`src/rtl/lbeg_pkg.sv`:
```
// ----------------------------------------------------------------------------
// LED brightness effect generator package
// Style codes, register indexes, state/control types and the constant
// sine and log-ramp lookup tables shared by the effect engine.
// ----------------------------------------------------------------------------
package lbeg_pkg;

    // Configuration register indexes
    localparam logic [1:0] REG_REFRESH_PERIOD  = 2'd0;
    localparam logic [1:0] REG_CHANNEL_ENABLED = 2'd1;
    localparam logic [1:0] REG_EFFECT_STYLE    = 2'd2;

    localparam int unsigned PERIOD_W = 16;
    localparam int unsigned LEVEL_W  = 8;
    localparam int unsigned PHASE_W  = 16;

    localparam logic [PHASE_W-1:0] STEP_FAST = 16'd1043;
    localparam logic [PHASE_W-1:0] STEP_SLOW = 16'd522;
    localparam logic [15:0]        LFSR_MASK = 16'hB400;
    localparam logic [15:0]        LFSR_SEED = 16'hACE1;

    // Reciprocal of 5 for 16-bit dividends: x / 5 == (x * RECIP_5) >> 18
    localparam logic [15:0] RECIP_5       = 16'hCCCD;
    localparam int unsigned RECIP_5_SHIFT = 18;

    typedef enum logic [2:0] {
        STYLE_TRIANGLE  = 3'd0,
        STYLE_EXPDIM    = 3'd1,
        STYLE_SINE_FAST = 3'd2,
        STYLE_SINE_SLOW = 3'd3,
        STYLE_LOG       = 3'd4,
        STYLE_STEPDIM   = 3'd5,
        STYLE_ZIGZAG    = 3'd6,
        STYLE_LINDIM    = 3'd7
    } style_t;

    // Control from the divider to the effect engine
    typedef struct packed {
        logic   advance;
        style_t style;
    } effect_ctrl_t;

    typedef logic [LEVEL_W-1:0] level_rom_t [256];
    typedef logic [7:0]         quarter_rom_t [65];

    localparam quarter_rom_t QUARTER_SINE = '{
        8'd0,   8'd6,   8'd13,  8'd19,  8'd25,  8'd31,  8'd37,  8'd44,
        8'd50,  8'd56,  8'd62,  8'd68,  8'd74,  8'd80,  8'd86,  8'd92,
        8'd98,  8'd103, 8'd109, 8'd115, 8'd120, 8'd126, 8'd131, 8'd136,
        8'd142, 8'd147, 8'd152, 8'd157, 8'd162, 8'd167, 8'd171, 8'd176,
        8'd180, 8'd185, 8'd189, 8'd193, 8'd197, 8'd201, 8'd205, 8'd208,
        8'd212, 8'd215, 8'd219, 8'd222, 8'd225, 8'd228, 8'd231, 8'd233,
        8'd236, 8'd238, 8'd240, 8'd242, 8'd244, 8'd246, 8'd247, 8'd249,
        8'd250, 8'd251, 8'd252, 8'd253, 8'd254, 8'd254, 8'd255, 8'd255,
        8'd255
    };

    // Full-turn sine, offset to 0..255
    function automatic level_rom_t build_sine_rom();
        level_rom_t  rom;
        int unsigned q;
        int unsigned quad;
        int unsigned s;
        int unsigned v;
        for (int i = 0; i < 256; i++) begin
            q    = i % 64;
            quad = (i / 64) % 4;
            s    = (quad % 2 == 1) ? int'(QUARTER_SINE[64 - q]) : int'(QUARTER_SINE[q]);
            v    = (quad < 2) ? (255 + s) / 2 : (255 - s) / 2;
            rom[i] = v[LEVEL_W-1:0];
        end
        return rom;
    endfunction

    // 255 * log2(1 + step) / 8, log2 by truncating square-and-compare
    function automatic level_rom_t build_log_rom();
        level_rom_t      rom;
        longint unsigned n;
        longint unsigned e;
        longint unsigned m;
        longint unsigned frac;
        longint unsigned v;
        for (int i = 0; i < 256; i++) begin
            n = longint'(i) + 1;
            e = 0;
            for (int b = 0; b < 8; b++) begin
                if ((n >> (e + 1)) != 0) e = e + 1;
            end
            m    = n << (30 - e);
            frac = 0;
            for (int k = 0; k < 16; k++) begin
                m    = (m * m) >> 30;
                frac = frac << 1;
                if (m >= (64'd1 << 31)) begin
                    frac = frac | 64'd1;
                    m    = m >> 1;
                end
            end
            v = (64'd255 * ((e << 16) | frac)) >> 19;
            rom[i] = v[LEVEL_W-1:0];
        end
        return rom;
    endfunction

    localparam level_rom_t SINE_ROM = build_sine_rom();
    localparam level_rom_t LOG_ROM  = build_log_rom();

endpackage

```
`src/rtl/lbeg_effect.sv`:
```
// ----------------------------------------------------------------------------
// LED effect engine
// Holds the per-style state and the PWM level; advances the selected style
// by one step when told to and presents the level that results.
// ----------------------------------------------------------------------------
module lbeg_effect
    import lbeg_pkg::*;
(
    input  logic                 aclk,
    input  logic                 aresetn,
    input  effect_ctrl_t         ctrl,
    output logic [LEVEL_W-1:0]   level_next,
    output logic [LEVEL_W-1:0]   level
);

    logic [LEVEL_W-1:0] pwm_level_reg,  pwm_level_next;
    logic               tri_rising_reg, tri_rising_next;
    logic [LEVEL_W-1:0] expdim_reg,     expdim_next;
    logic [PHASE_W-1:0] phase_fast_reg, phase_fast_next;
    logic [PHASE_W-1:0] phase_slow_reg, phase_slow_next;
    logic [7:0]         log_step_reg,   log_step_next;
    logic [LEVEL_W-1:0] stepdim_reg,    stepdim_next;
    logic [15:0]        lfsr_reg,       lfsr_next;
    logic [LEVEL_W-1:0] zigzag_reg,     zigzag_next;
    logic               zz_rising_reg,  zz_rising_next;
    logic [LEVEL_W-1:0] lindim_reg,     lindim_next;

    logic [LEVEL_W-1:0] tri_val;
    logic [LEVEL_W-1:0] zz_val;
    logic [15:0]        lfsr_step;
    logic [29:0]        quot_prod;
    logic [11:0]        quot;
    logic [15:0]        rem20;
    logic [4:0]         dim_step;

    // Random step: advance LFSR, then (lfsr % 20) + 1 via reciprocal of 5
    always_comb begin
        lfsr_step = (lfsr_reg >> 1) ^ (lfsr_reg[0] ? LFSR_MASK : 16'd0);
        quot_prod = {2'b00, lfsr_step[15:2]} * RECIP_5;
        quot      = quot_prod[RECIP_5_SHIFT +: 12];
        rem20     = lfsr_step - ({quot, 4'b0000} + {2'b00, quot, 2'b00});
        dim_step  = rem20[4:0] + 5'd1;
    end

    always_comb begin
        pwm_level_next  = pwm_level_reg;
        tri_rising_next = tri_rising_reg;
        expdim_next     = expdim_reg;
        phase_fast_next = phase_fast_reg;
        phase_slow_next = phase_slow_reg;
        log_step_next   = log_step_reg;
        stepdim_next    = stepdim_reg;
        lfsr_next       = lfsr_reg;
        zigzag_next     = zigzag_reg;
        zz_rising_next  = zz_rising_reg;
        lindim_next     = lindim_reg;

        tri_val = tri_rising_reg ? pwm_level_reg + 8'd1 : pwm_level_reg - 8'd1;
        zz_val  = zz_rising_reg ? zigzag_reg + 8'd5 : zigzag_reg - 8'd5;

        if (ctrl.advance) begin
            case (ctrl.style)
                STYLE_TRIANGLE: begin
                    pwm_level_next = tri_val;
                    if (tri_rising_reg && tri_val == 8'd255) tri_rising_next = 1'b0;
                    if (!tri_rising_reg && tri_val == 8'd0) tri_rising_next = 1'b1;
                end
                STYLE_EXPDIM: begin
                    if (expdim_reg != 8'd0) begin
                        expdim_next = expdim_reg - ({3'b000, expdim_reg[7:3]} + 8'd1);
                    end
                    pwm_level_next = expdim_next;
                end
                STYLE_SINE_FAST: begin
                    pwm_level_next  = SINE_ROM[phase_fast_reg[15:8]];
                    phase_fast_next = phase_fast_reg + STEP_FAST;
                end
                STYLE_SINE_SLOW: begin
                    pwm_level_next  = SINE_ROM[phase_slow_reg[15:8]];
                    phase_slow_next = phase_slow_reg + STEP_SLOW;
                end
                STYLE_LOG: begin
                    pwm_level_next = LOG_ROM[log_step_reg];
                    if (log_step_reg != 8'd255) log_step_next = log_step_reg + 8'd1;
                end
                STYLE_STEPDIM: begin
                    if (stepdim_reg != 8'd0) begin
                        lfsr_next    = lfsr_step;
                        stepdim_next = (stepdim_reg > {3'b000, dim_step})
                                     ? stepdim_reg - {3'b000, dim_step} : 8'd0;
                    end
                    pwm_level_next = stepdim_next;
                end
                STYLE_ZIGZAG: begin
                    zigzag_next = zz_val;
                    if (zz_val == 8'd255) begin
                        zz_rising_next = 1'b0;
                    end else if (zz_val == 8'd0) begin
                        zz_rising_next = 1'b1;
                    end
                    pwm_level_next = zz_val;
                end
                default: begin
                    if (lindim_reg != 8'd0) lindim_next = lindim_reg - 8'd1;
                    pwm_level_next = lindim_next;
                end
            endcase
        end
    end

    always_ff @(posedge aclk) begin
        if (!aresetn) begin
            pwm_level_reg  <= '0;
            tri_rising_reg <= 1'b1;
            expdim_reg     <= 8'd255;
            phase_fast_reg <= '0;
            phase_slow_reg <= '0;
            log_step_reg   <= '0;
            stepdim_reg    <= 8'd255;
            lfsr_reg       <= LFSR_SEED;
            zigzag_reg     <= '0;
            zz_rising_reg  <= 1'b1;
            lindim_reg     <= 8'd255;
        end else begin
            pwm_level_reg  <= pwm_level_next;
            tri_rising_reg <= tri_rising_next;
            expdim_reg     <= expdim_next;
            phase_fast_reg <= phase_fast_next;
            phase_slow_reg <= phase_slow_next;
            log_step_reg   <= log_step_next;
            stepdim_reg    <= stepdim_next;
            lfsr_reg       <= lfsr_next;
            zigzag_reg     <= zigzag_next;
            zz_rising_reg  <= zz_rising_next;
            lindim_reg     <= lindim_next;
        end
    end

    assign level_next = pwm_level_next;
    assign level      = pwm_level_reg;

endmodule

```
`src/rtl/led_brightness_effect_generator_core.sv`:
```
// ----------------------------------------------------------------------------
// LED brightness effect generator core
// One channel: a tick divider fires the selected brightness effect and every
// tick transaction returns the current PWM level with an update flag.
//
//   channel   | dir | tdata bits
//   ----------+-----+------------------------------------------
//   s_axis    | in  | [0] tick, [7:1] zero
//   m_axis    | out | [7:0] pwm_value, [8] updated, [15:9] zero
//   cfg write | in  | index 0 refresh_period, 1 enabled, 2 style
//
// One tick transaction per cycle; its result is in the output register on
// the next cycle. Divider, style state and output register update in the
// same edge. A stalled output holds s_tready low until it is taken.
// Reset is synchronous and restores all effect state; the block is ready
// in the first cycle after reset.
// ----------------------------------------------------------------------------
module led_brightness_effect_generator_core
    import lbeg_pkg::*;
#(
    parameter int unsigned DIVIDER_BITS = 16
)
(
    input  logic                aclk,
    input  logic                aresetn,
    input  logic                cfg_wr_en,
    input  logic [1:0]          cfg_addr,
    input  logic [PERIOD_W-1:0] cfg_wdata,
    input  logic                s_tvalid,
    output logic                s_tready,
    input  logic [7:0]          s_tdata,    // [0] tick
    output logic                m_tvalid,
    input  logic                m_tready,
    output logic [15:0]         m_tdata     // [7:0] pwm_value, [8] updated
);

    localparam int unsigned CMP_W = (DIVIDER_BITS > PERIOD_W) ? DIVIDER_BITS : PERIOD_W;

    logic [PERIOD_W-1:0]     period_reg;
    logic                    enabled_reg;
    style_t                  style_reg;
    logic [DIVIDER_BITS-1:0] div_reg, div_next;
    logic                    m_tvalid_reg, m_tvalid_next;
    logic [LEVEL_W-1:0]      pwm_reg, pwm_next;
    logic                    updated_reg, updated_next;

    logic                    s_hs;
    logic                    tick;
    logic [DIVIDER_BITS-1:0] div_inc;
    logic                    fire;
    effect_ctrl_t            ctrl;
    logic [LEVEL_W-1:0]      level_next;
    logic [LEVEL_W-1:0]      level;

    assign s_tready = !m_tvalid_reg || m_tready;
    assign s_hs     = s_tvalid && s_tready;
    assign tick     = s_tdata[0];

    always_comb begin
        div_inc = div_reg + 1'b1;
        fire    = s_hs && tick &&
                  (CMP_W'(div_inc) == CMP_W'(period_reg));
        div_next = div_reg;
        if (s_hs && tick) div_next = fire ? '0 : div_inc;
        ctrl.advance = fire && enabled_reg;
        ctrl.style   = style_reg;
    end

    lbeg_effect u_effect (
        .aclk       (aclk),
        .aresetn    (aresetn),
        .ctrl       (ctrl),
        .level_next (level_next),
        .level      (level)
    );

    always_comb begin
        m_tvalid_next = m_tvalid_reg;
        pwm_next      = pwm_reg;
        updated_next  = updated_reg;
        if (s_hs) begin
            m_tvalid_next = 1'b1;
            pwm_next      = level_next;
            updated_next  = ctrl.advance;
        end else if (m_tready) begin
            m_tvalid_next = 1'b0;
        end
    end

    always_ff @(posedge aclk) begin
        if (!aresetn) begin
            period_reg   <= 16'd1;
            enabled_reg  <= 1'b0;
            style_reg    <= STYLE_TRIANGLE;
            div_reg      <= '0;
            m_tvalid_reg <= 1'b0;
        end else begin
            div_reg      <= div_next;
            m_tvalid_reg <= m_tvalid_next;
            if (cfg_wr_en) begin
                case (cfg_addr)
                    REG_REFRESH_PERIOD:  period_reg  <= cfg_wdata;
                    REG_CHANNEL_ENABLED: enabled_reg <= cfg_wdata[0];
                    REG_EFFECT_STYLE:    style_reg   <= style_t'(cfg_wdata[2:0]);
                    default: ;
                endcase
            end
        end
    end

    // Payload needs no reset
    always_ff @(posedge aclk) begin
        pwm_reg     <= pwm_next;
        updated_reg <= updated_next;
    end

    assign m_tvalid = m_tvalid_reg;
    assign m_tdata  = {7'b0000000, updated_reg, pwm_reg};

    // An idle tick never reports an update
    assert property (@(posedge aclk) disable iff (!aresetn)
        s_hs && !tick |=> !m_tdata[8])
        else $error("update flagged for an idle tick");

    // An idle tick returns the level held before it
    assert property (@(posedge aclk) disable iff (!aresetn)
        s_hs && !tick |=> m_tdata[7:0] == $past(level))
        else $error("level changed on an idle tick");

    // Divider clears whenever it fires
    assert property (@(posedge aclk) disable iff (!aresetn)
        fire |=> div_reg == '0)
        else $error("divider not cleared after firing");

    // An advancing tick reports an update carrying the engine's new level
    assert property (@(posedge aclk) disable iff (!aresetn)
        s_hs && ctrl.advance |=> m_tvalid && m_tdata[8] && m_tdata[7:0] == level)
        else $error("update result does not match engine level");

endmodule

```
`config.mk`:
```
export PLATFORM = sky130hd
export DESIGN_NAME = led_brightness_effect_generator_core
export DESIGN_NICKNAME = d
export VERILOG_FILES = /design/src/rtl/lbeg_pkg.sv /design/src/rtl/lbeg_effect.sv /design/src/rtl/led_brightness_effect_generator_core.sv
export SDC_FILE = /design/constraint.sdc
export NUM_CORES = 1
export LEC_CHECK = 0
export BUFFER_PORTS_ARGS = -buffer_cell sky130_fd_sc_hd__buf_2
export CAP_MARGIN = 20
export CORE_MARGIN = 1
export CORE_UTILIZATION = 45
export DETAILED_ROUTE_END_ITERATION = 6
export GPL_ROUTABILITY_DRIVEN = 0
export GPL_TIMING_DRIVEN = 1
export PLACE_DENSITY = 0.73
export SYNTH_ARGS = -nofsm -noshare
export SYNTH_HDL_FRONTEND = slang
export SYNTH_SLANG_ARGS = --single-unit
```
`constraint.sdc`:
```
create_clock -name aclk -period 8.9 [get_ports aclk]
set_input_delay 2.225 -clock aclk [delete_from_list [all_inputs] [get_ports aclk]]
set_output_delay 2.225 -clock aclk [all_outputs]
set_load 0.01 [all_outputs]
```
Word-level counts from Yosys, hierarchy flattened
Memory sizes are Yosys's and may differ from the RTL's.
Cells that the tools add are included.
- bits in registers: 144
- memories: 3
- memory bits (read-only): 6144
- input port bits: 31
- output and inout port bits: 18
- memories (name ; depth ; width ; rd ports ; clocked after Yosys merged registers in ; write ports ; RTL line ; RTL):
    (no name shown) ; 256 ; 8 ; 1 ; 0 ; 0 ; lbeg_effect.sv:75 ; pwm_level_next = SINE_ROM[phase_fast_reg[15:8]];
    (no name shown) ; 256 ; 8 ; 1 ; 0 ; 0 ; lbeg_effect.sv:79 ; pwm_level_next = SINE_ROM[phase_slow_reg[15:8]];
    (no name shown) ; 256 ; 8 ; 1 ; 0 ; 0 ; lbeg_effect.sv:83 ; pwm_level_next = LOG_ROM[log_step_reg];
- multiply operators: 1
- equal/unequal tests: 12
- mux-type cells: 22
- order comparisons: 4
- bitwise gates (word level): 5
- reductions and logical operators: 33
- add/subtract/negate cells: 15
- operators by type and width (operator ; count):
    8-bit two-way mux ; 13
    8-bit one-hot mux with 7 select lines ; 1
    16-bit two-way mux ; 2
    9-bit greater-or-equal comparator (second input constant) ; 3
    8-bit inverter with 9-bit output ; 3
    8-bit nonzero test ; 3
    14-bit by 16-bit multiplier with 21-bit output (second input constant) ; 1
    2-bit AND reduction ; 9
    16-bit by 1-bit adder with 16-bit output (second input constant) ; 1
    16-bit by 10-bit adder with 16-bit output (second input constant) ; 1
    16-bit by 11-bit adder with 16-bit output (second input constant) ; 1
    8-bit by 1-bit adder with 8-bit output (second input constant) ; 2
    16-bit equality test ; 1
    8-bit equality test (second input constant) ; 2
    8-bit zero test ; 2
    8-bit by 1-bit subtractor with 8-bit output (second input constant) ; 2
    15-bit by 16-bit bitwise XOR with 16-bit output ; 1
    3-bit AND reduction ; 4
    3-bit equality test (second input constant) ; 3
    8-bit by 3-bit adder with 8-bit output (second input constant) ; 1
    8-bit by 5-bit greater-than comparator with 1-bit output ; 1
    8-bit inequality test (second input constant) ; 1
    8-bit by 3-bit subtractor with 8-bit output (second input constant) ; 1
    8-bit by 5-bit subtractor with 8-bit output ; 1
    other kinds (18) ; 32

Depth between registers and ports, before layout
- depth in word-level cells: 11
- gate-level depth with buffers: 40
- gate-level depth less buffers: 39

By module
Synthesis repeated with hierarchy kept, for this count alone.
- cells, all modules: 2158
- area, all modules: 16746.1 um2
- by module, submodules not included (module ; seq. area each (um2) ; cells an instance ; area an instance (um2) ; instances):
    lbeg_effect ; 1941.9 ; 1889 ; 14267.4 ; 1
    led_brightness_effect_generator_core ; 1011.0 ; 269 ; 2478.6 ; 1

Worst setup path before layout
OpenSTA, ideal clock, no wires.
- path type: reg-to-reg
- start point: register u_effect.lfsr_reg[0]
- end point: register pwm_reg[2] (data pin)
- data required time: 8.632 ns
- stages on the path, launching flop included: 38
- arrival time: 8.331 ns
- slack: 0.301 ns
- library setup time: 0.268 ns
- period minus slack after synthesis: 8.599 ns
- cells stage by stage: dfxtp_1 clkbuf_1 xor2_1 ha_1 fa_1 inv_1 fa_1 fa_1 inv_1 fa_1 inv_1 fa_1 inv_1 ha_1 a211o_1 a31oi_1 a41oi_1 a21oi_1 (+2 left out) inv_1 ha_1 inv_1 ha_1 a21oi_1 xnor2_1 xnor2_1 xnor2_1 xnor2_1 ha_1 o21ai_0 a21oi_1 nor4b_1 nand3b_1 clkbuf_1 nor2_1 o311ai_0 nand2_1
- longest elaborated chain between the ends: 11
- RTL lines (item ; RTL line ; RTL):
    from (decl) ; lbeg_effect.sv:23 ; logic [15:0] lfsr_reg, lfsr_next;
    from (signal assigned) ; lbeg_effect.sv:132 ; lfsr_reg <= lfsr_next;
    16-bit two-way mux * ; lbeg_effect.sv:38 ; lfsr_step = (lfsr_reg >> 1) ^ (lfsr_reg[0] ? LFSR_MASK : 16'd0);
    15-bit by 16-bit bitwise XOR with 16-bit output * ; lbeg_effect.sv:38 ;
    via u_effect.lfsr_step[10] ; lbeg_effect.sv:30 ; logic [15:0] lfsr_step;
    14-bit by 16-bit multiplier with 21-bit output * ; lbeg_effect.sv:39 ; quot_prod = {2'b00, lfsr_step[15:2]} * RECIP_5;
    5-bit adder * ; lbeg_effect.sv:41 ; rem20 = lfsr_step - ({quot, 4'b0000} + {2'b00, quot, 2'b00});
    5-bit subtractor * ; lbeg_effect.sv:41 ;
    5-bit by 1-bit adder with 5-bit output * ; lbeg_effect.sv:42 ; dim_step = rem20[4:0] + 5'd1;
    8-bit by 5-bit subtractor with 8-bit output / 8-bit by 5-bit greater-than comparator with 1-bit output (equally long branches) ; lbeg_effect.sv:90, lbeg_effect.sv:89 ;
    8-bit two-way mux * ; lbeg_effect.sv:90 ; ? stepdim_reg - {3'b000, dim_step} : 8'd0;
    8-bit two-way mux * ; lbeg_effect.sv:87 ; if (stepdim_reg != 8'd0) begin
    8-bit one-hot mux with 7 select lines * ; lbeg_effect.sv:62 ; case (ctrl.style)
    8-bit two-way mux * ; lbeg_effect.sv:61 ; if (ctrl.advance) begin
    via level_next[2] ; led_brightness_effect_generator_core.sv:52 ; logic [LEVEL_W-1:0] level_next;
    to (signal assigned) ; led_brightness_effect_generator_core.sv:113 ; pwm_reg <= pwm_next;
    to (decl) ; led_brightness_effect_generator_core.sv:44 ; logic [LEVEL_W-1:0] pwm_reg, pwm_next;
Mark *: on every way through the listed nets, which the timed path passes. The rest lies on a longest branch.
A chain may end at the register's enable or synchronous reset.

Worst setup path in the final report
- start point: register u_effect.lfsr_reg[0]
- end point: register u_effect.pwm_level_reg[3], in the netlist u_effect.level[3]
- longest elaborated chain between the ends: 11
- RTL lines (item ; RTL line ; RTL):
    16-bit two-way mux * ; lbeg_effect.sv:38 ;
    15-bit by 16-bit bitwise XOR with 16-bit output * ; lbeg_effect.sv:38 ;
    via u_effect.lfsr_step[10] ; lbeg_effect.sv:30 ;
    14-bit by 16-bit multiplier with 21-bit output * ; lbeg_effect.sv:39 ;
    5-bit adder * ; lbeg_effect.sv:41 ;
    5-bit subtractor * ; lbeg_effect.sv:41 ;
    5-bit by 1-bit adder with 5-bit output * ; lbeg_effect.sv:42 ;
    8-bit by 5-bit subtractor with 8-bit output / 8-bit by 5-bit greater-than comparator with 1-bit output (equally long branches) ; lbeg_effect.sv:90, lbeg_effect.sv:89 ;
    8-bit two-way mux * ; lbeg_effect.sv:90 ;
    8-bit two-way mux * ; lbeg_effect.sv:87 ;
    8-bit one-hot mux with 7 select lines * ; lbeg_effect.sv:62 ;
    8-bit two-way mux * ; lbeg_effect.sv:61 ;
    via level_next[3] ; led_brightness_effect_generator_core.sv:52 ;
    to (signal assigned) ; lbeg_effect.sv:125 ; pwm_level_reg <= pwm_level_next;
    to (decl) ; lbeg_effect.sv:16 ; logic [LEVEL_W-1:0] pwm_level_reg, pwm_level_next;
Marks and branches as above.

==> results_dict.tcl <==
set metrics [dict create \
    htreeDepth 4 \
    r2r-start "u_effect.lfsr_reg[0]" \
    hold_end "u_effect.zigzag_reg[5]" \
    crit_arrival_ns 8.75 \
    grt_pass1_vias 16100 \
    drv_slew 0 \
    ir_worst_vdd_mv 0.136 \
    drive_gt1_frac 0.0771 \
    wl_met3_mm 4.06 \
    leakage_nw 7.00 \
    holdCritPathClass "register to register" \
    netlist_instances 2262 \
    yosysWarnings 0 \
    dr.pass1.iters 6 \
    clock.fmax_ghz 0.119 \
    cp.required_ns 9.23 \
    final_cell_mix "nand2_1, a21oi_1, inv_1" \
    worst_pin_slew_ns 1.03 \
    ant_nets 0 \
    critPathLaunchType "register" \
    hpwl_mm 35.9 \
    clockRootBuffer "clkbuf_16" \
    clk_pin_slew_ns 0.06 \
    end_kind "register" \
    synth_cell_types 92 \
    max_stage_delay_ns 0.56 \
    cts_tree "built" \
    seqCellArea_mm2 0.00296 \
    io_pins 49 \
    grt_usage 0.261 \
    top_layer_used "met4" \
    ys_ff_latch 143 \
    drt_first_iter_violations 2383 \
    io_buffers 34 \
    place_inst 2646 \
    via_per_inst 6.39 \
    slowest_stage "fa_1" \
    postSynthAreaPerCell_um2 7.49 \
    r2r_slack_ns 0.47 \
    cts_buffer_depth 2 \
    multi_input_area_mm2 0.0127 \
    syn_area_mm2 0.0170 \
    grt_max_degree 75 \
    vias 17100 \
    routed_wl_mm 50.6 \
    die_x_um 196 \
    wl_met1_mm 21.2 \
    syn2layout_area_growth_pct 5.57 \
    synth_top_flop_cell "dfxtp_1" \
    critPathKind "register to register" \
    r2r_end "u_effect.level[3]" \
    rows 70 \
    chipHeight_um 196 \
    final_net_count 2400 \
    synth_edf_count 9 \
    fill_cells 3596 \
    skew_ns 0.0106 \
    cts.sinks 143 \
    instances_no_fill 2682 \
    diodes 0 \
    power.density_mw_per_mm2 80.5 \
    drv_cap 0 \
    relSlewSlack 0.307 \
    setup_viol 0 \
    post-route-min-period_ns 8.43 \
    cp_max_fo 7 \
    ys_seq_area_frac 0.174 \
    min_path_cells 2 \
    status "finished clean" \
    min_from "u_effect.zigzag_reg[5]" \
    grt.overflow.total 0 \
    wl_per_cell_um 18.9 \
    antenna_found_initial 0 \
    layout_commonest_cell "nand2_1" \
    post-route-period-util 0.947 \
    wl_met2_mm 23.1 \
    die-area_mm2 0.0384 \
    core_mm2 0.0369 \
    initial_utilization 0.460 \
    synthArstFlopShare 0 \
    clk-insertion-delay-late_ns 0.44 \
    grt_pass1_wl_mm 83.1 \
    reg2regPathDepth 38 \
    hold_violations 0 \
    fin_util 0.485 \
    drc 0 \
    numCtsBuffers 17 \
]
synthesized netlist by cell type (10+ instances only):
cell / instances / share of area
mux2i_1: 36 / 0.021
buf_1: 20 / 0.0044
o2111ai_1: 18 / 0.0093
nand2b_1: 48 / 0.018
ha_1: 155 / 0.11
nor2_1: 126 / 0.028
o221ai_1: 12 / 0.0062
xnor2_1: 46 / 0.024
nor2b_1: 43 / 0.016
o31ai_1: 32 / 0.014
o31a_1: 10 / 0.0052
clkbuf_1: 140 / 0.031
inv_1: 157 / 0.035
nor3_1: 45 / 0.013
dfxtp_1: 134 / 0.16
a311oi_1: 14 / 0.0072
o211ai_1: 40 / 0.018
a21o_1: 24 / 0.011
or4_1: 27 / 0.012
buf_4: 11 / 0.0049
or3_1: 19 / 0.0070
a211o_1: 14 / 0.0072
nand2_1: 262 / 0.058
o21a_1: 12 / 0.0053
o21ai_0: 119 / 0.035
or2_2: 13 / 0.0048
a211oi_1: 39 / 0.017
and3_1: 19 / 0.0070
o22ai_1: 15 / 0.0055
nand3_1: 66 / 0.019
nand4_1: 22 / 0.0081
nor4_1: 21 / 0.0078
fa_1: 49 / 0.058
o311ai_0: 22 / 0.011
a21oi_1: 160 / 0.047
and2_1: 14 / 0.0052
a31oi_1: 30 / 0.011
xor2_1: 30 / 0.016
worst max-delay path by stage:
stage                             end  depth (start not counted)                  start  slack, ns
finish              u_effect.level[3]                         38   u_effect.lfsr_reg[0]       0.47
detailed placement  u_effect.level[3]                         38   u_effect.lfsr_reg[0]       0.07
global route        u_effect.level[3]                         39   u_effect.lfsr_reg[0]      -0.06
floorplan                  pwm_reg[2]                         37   u_effect.lfsr_reg[0]       0.30
CTS                        pwm_reg[2]                         37   u_effect.lfsr_reg[0]       0.04
global placement           pwm_reg[0]                         38  u_effect.lfsr_reg[15]       0.32
report_power, final:
group	leakage (nW)	switching [mW]	internal (mW)
clock network	0.284	0.321	0.375
logic	5.54	0.0572	0.0272
registers	1.18	0.00689	0.652
total	7.00	0.385	1.05
cell families after synthesis:
| family | count (synthesis) | synth area share |
|---|---|---|
| AO/OA/AOI/OAI | 658 | 0.262 |
| other | 1 | 0.000221 |
| multiplexers | 50 | 0.0352 |
| flip-flops | 143 | 0.174 |
| adder cells (fa/ha/maj) | 204 | 0.172 |
| AND/OR/NAND/NOR | 779 | 0.233 |
| XOR/XNOR | 78 | 0.0420 |
| buffers and inverters | 349 | 0.0814 |
routing by layer:
| metal | up-vias | track usage |
|---|---|---|
| met5 | - | 0 |
| met4 | 0 | 0.127 |
| met3 | 183 | 0.0392 |
| met2 | 907 | 0.419 |
| met1 | 8022 | 0.342 |
| li1 | 8016 | - |
critical path: cells and delay by family, from the launching register on:
family,cells,cell delay [ns]
XOR/XNOR,6,0.88
AO/OA/AOI/OAI,9,1.40
AND/OR/NAND/NOR,3,0.68
buffers and inverters,8,0.67
multiplexers,1,0.12
flip-flops,1,0.35
adder cells (fa/ha/maj),11,4.20
layout make-up:
cell class,count,share of cell area
inverter,165,0.0346
clock inverter,14,0.00713
multi-input combinational,1776,0.711
clock buffer,18,0.0245
timing repair buffer,62,0.0219
sequential,143,0.166
tap,504,0.0352
through the flow:
stage          setup TNS, ns  instance area, µm²  hold WS [ns]  setup WS (ns)  total power, mW
2_1_floorplan              0               17000         0.436          0.301            0.728
3_3_place_gp               0               17200         0.447          0.319            0.753
3_5_place_dp               0               17200         0.450         0.0703            0.755
4_1_cts                    0               17800         0.459         0.0422             1.45
5_1_grt               -0.379               17900         0.486        -0.0559             1.48
6_report                   0               17900         0.460          0.475             1.44
what timing repair did:
item / 4_1_cts / 5_1_grt
endpoints found under the setup margin: 0 / 19
buffers inserted: 0 / 3
hold buffers: 0 / 0
gates resized for setup: 0 / 20
(Power assumes the default switching activity.)
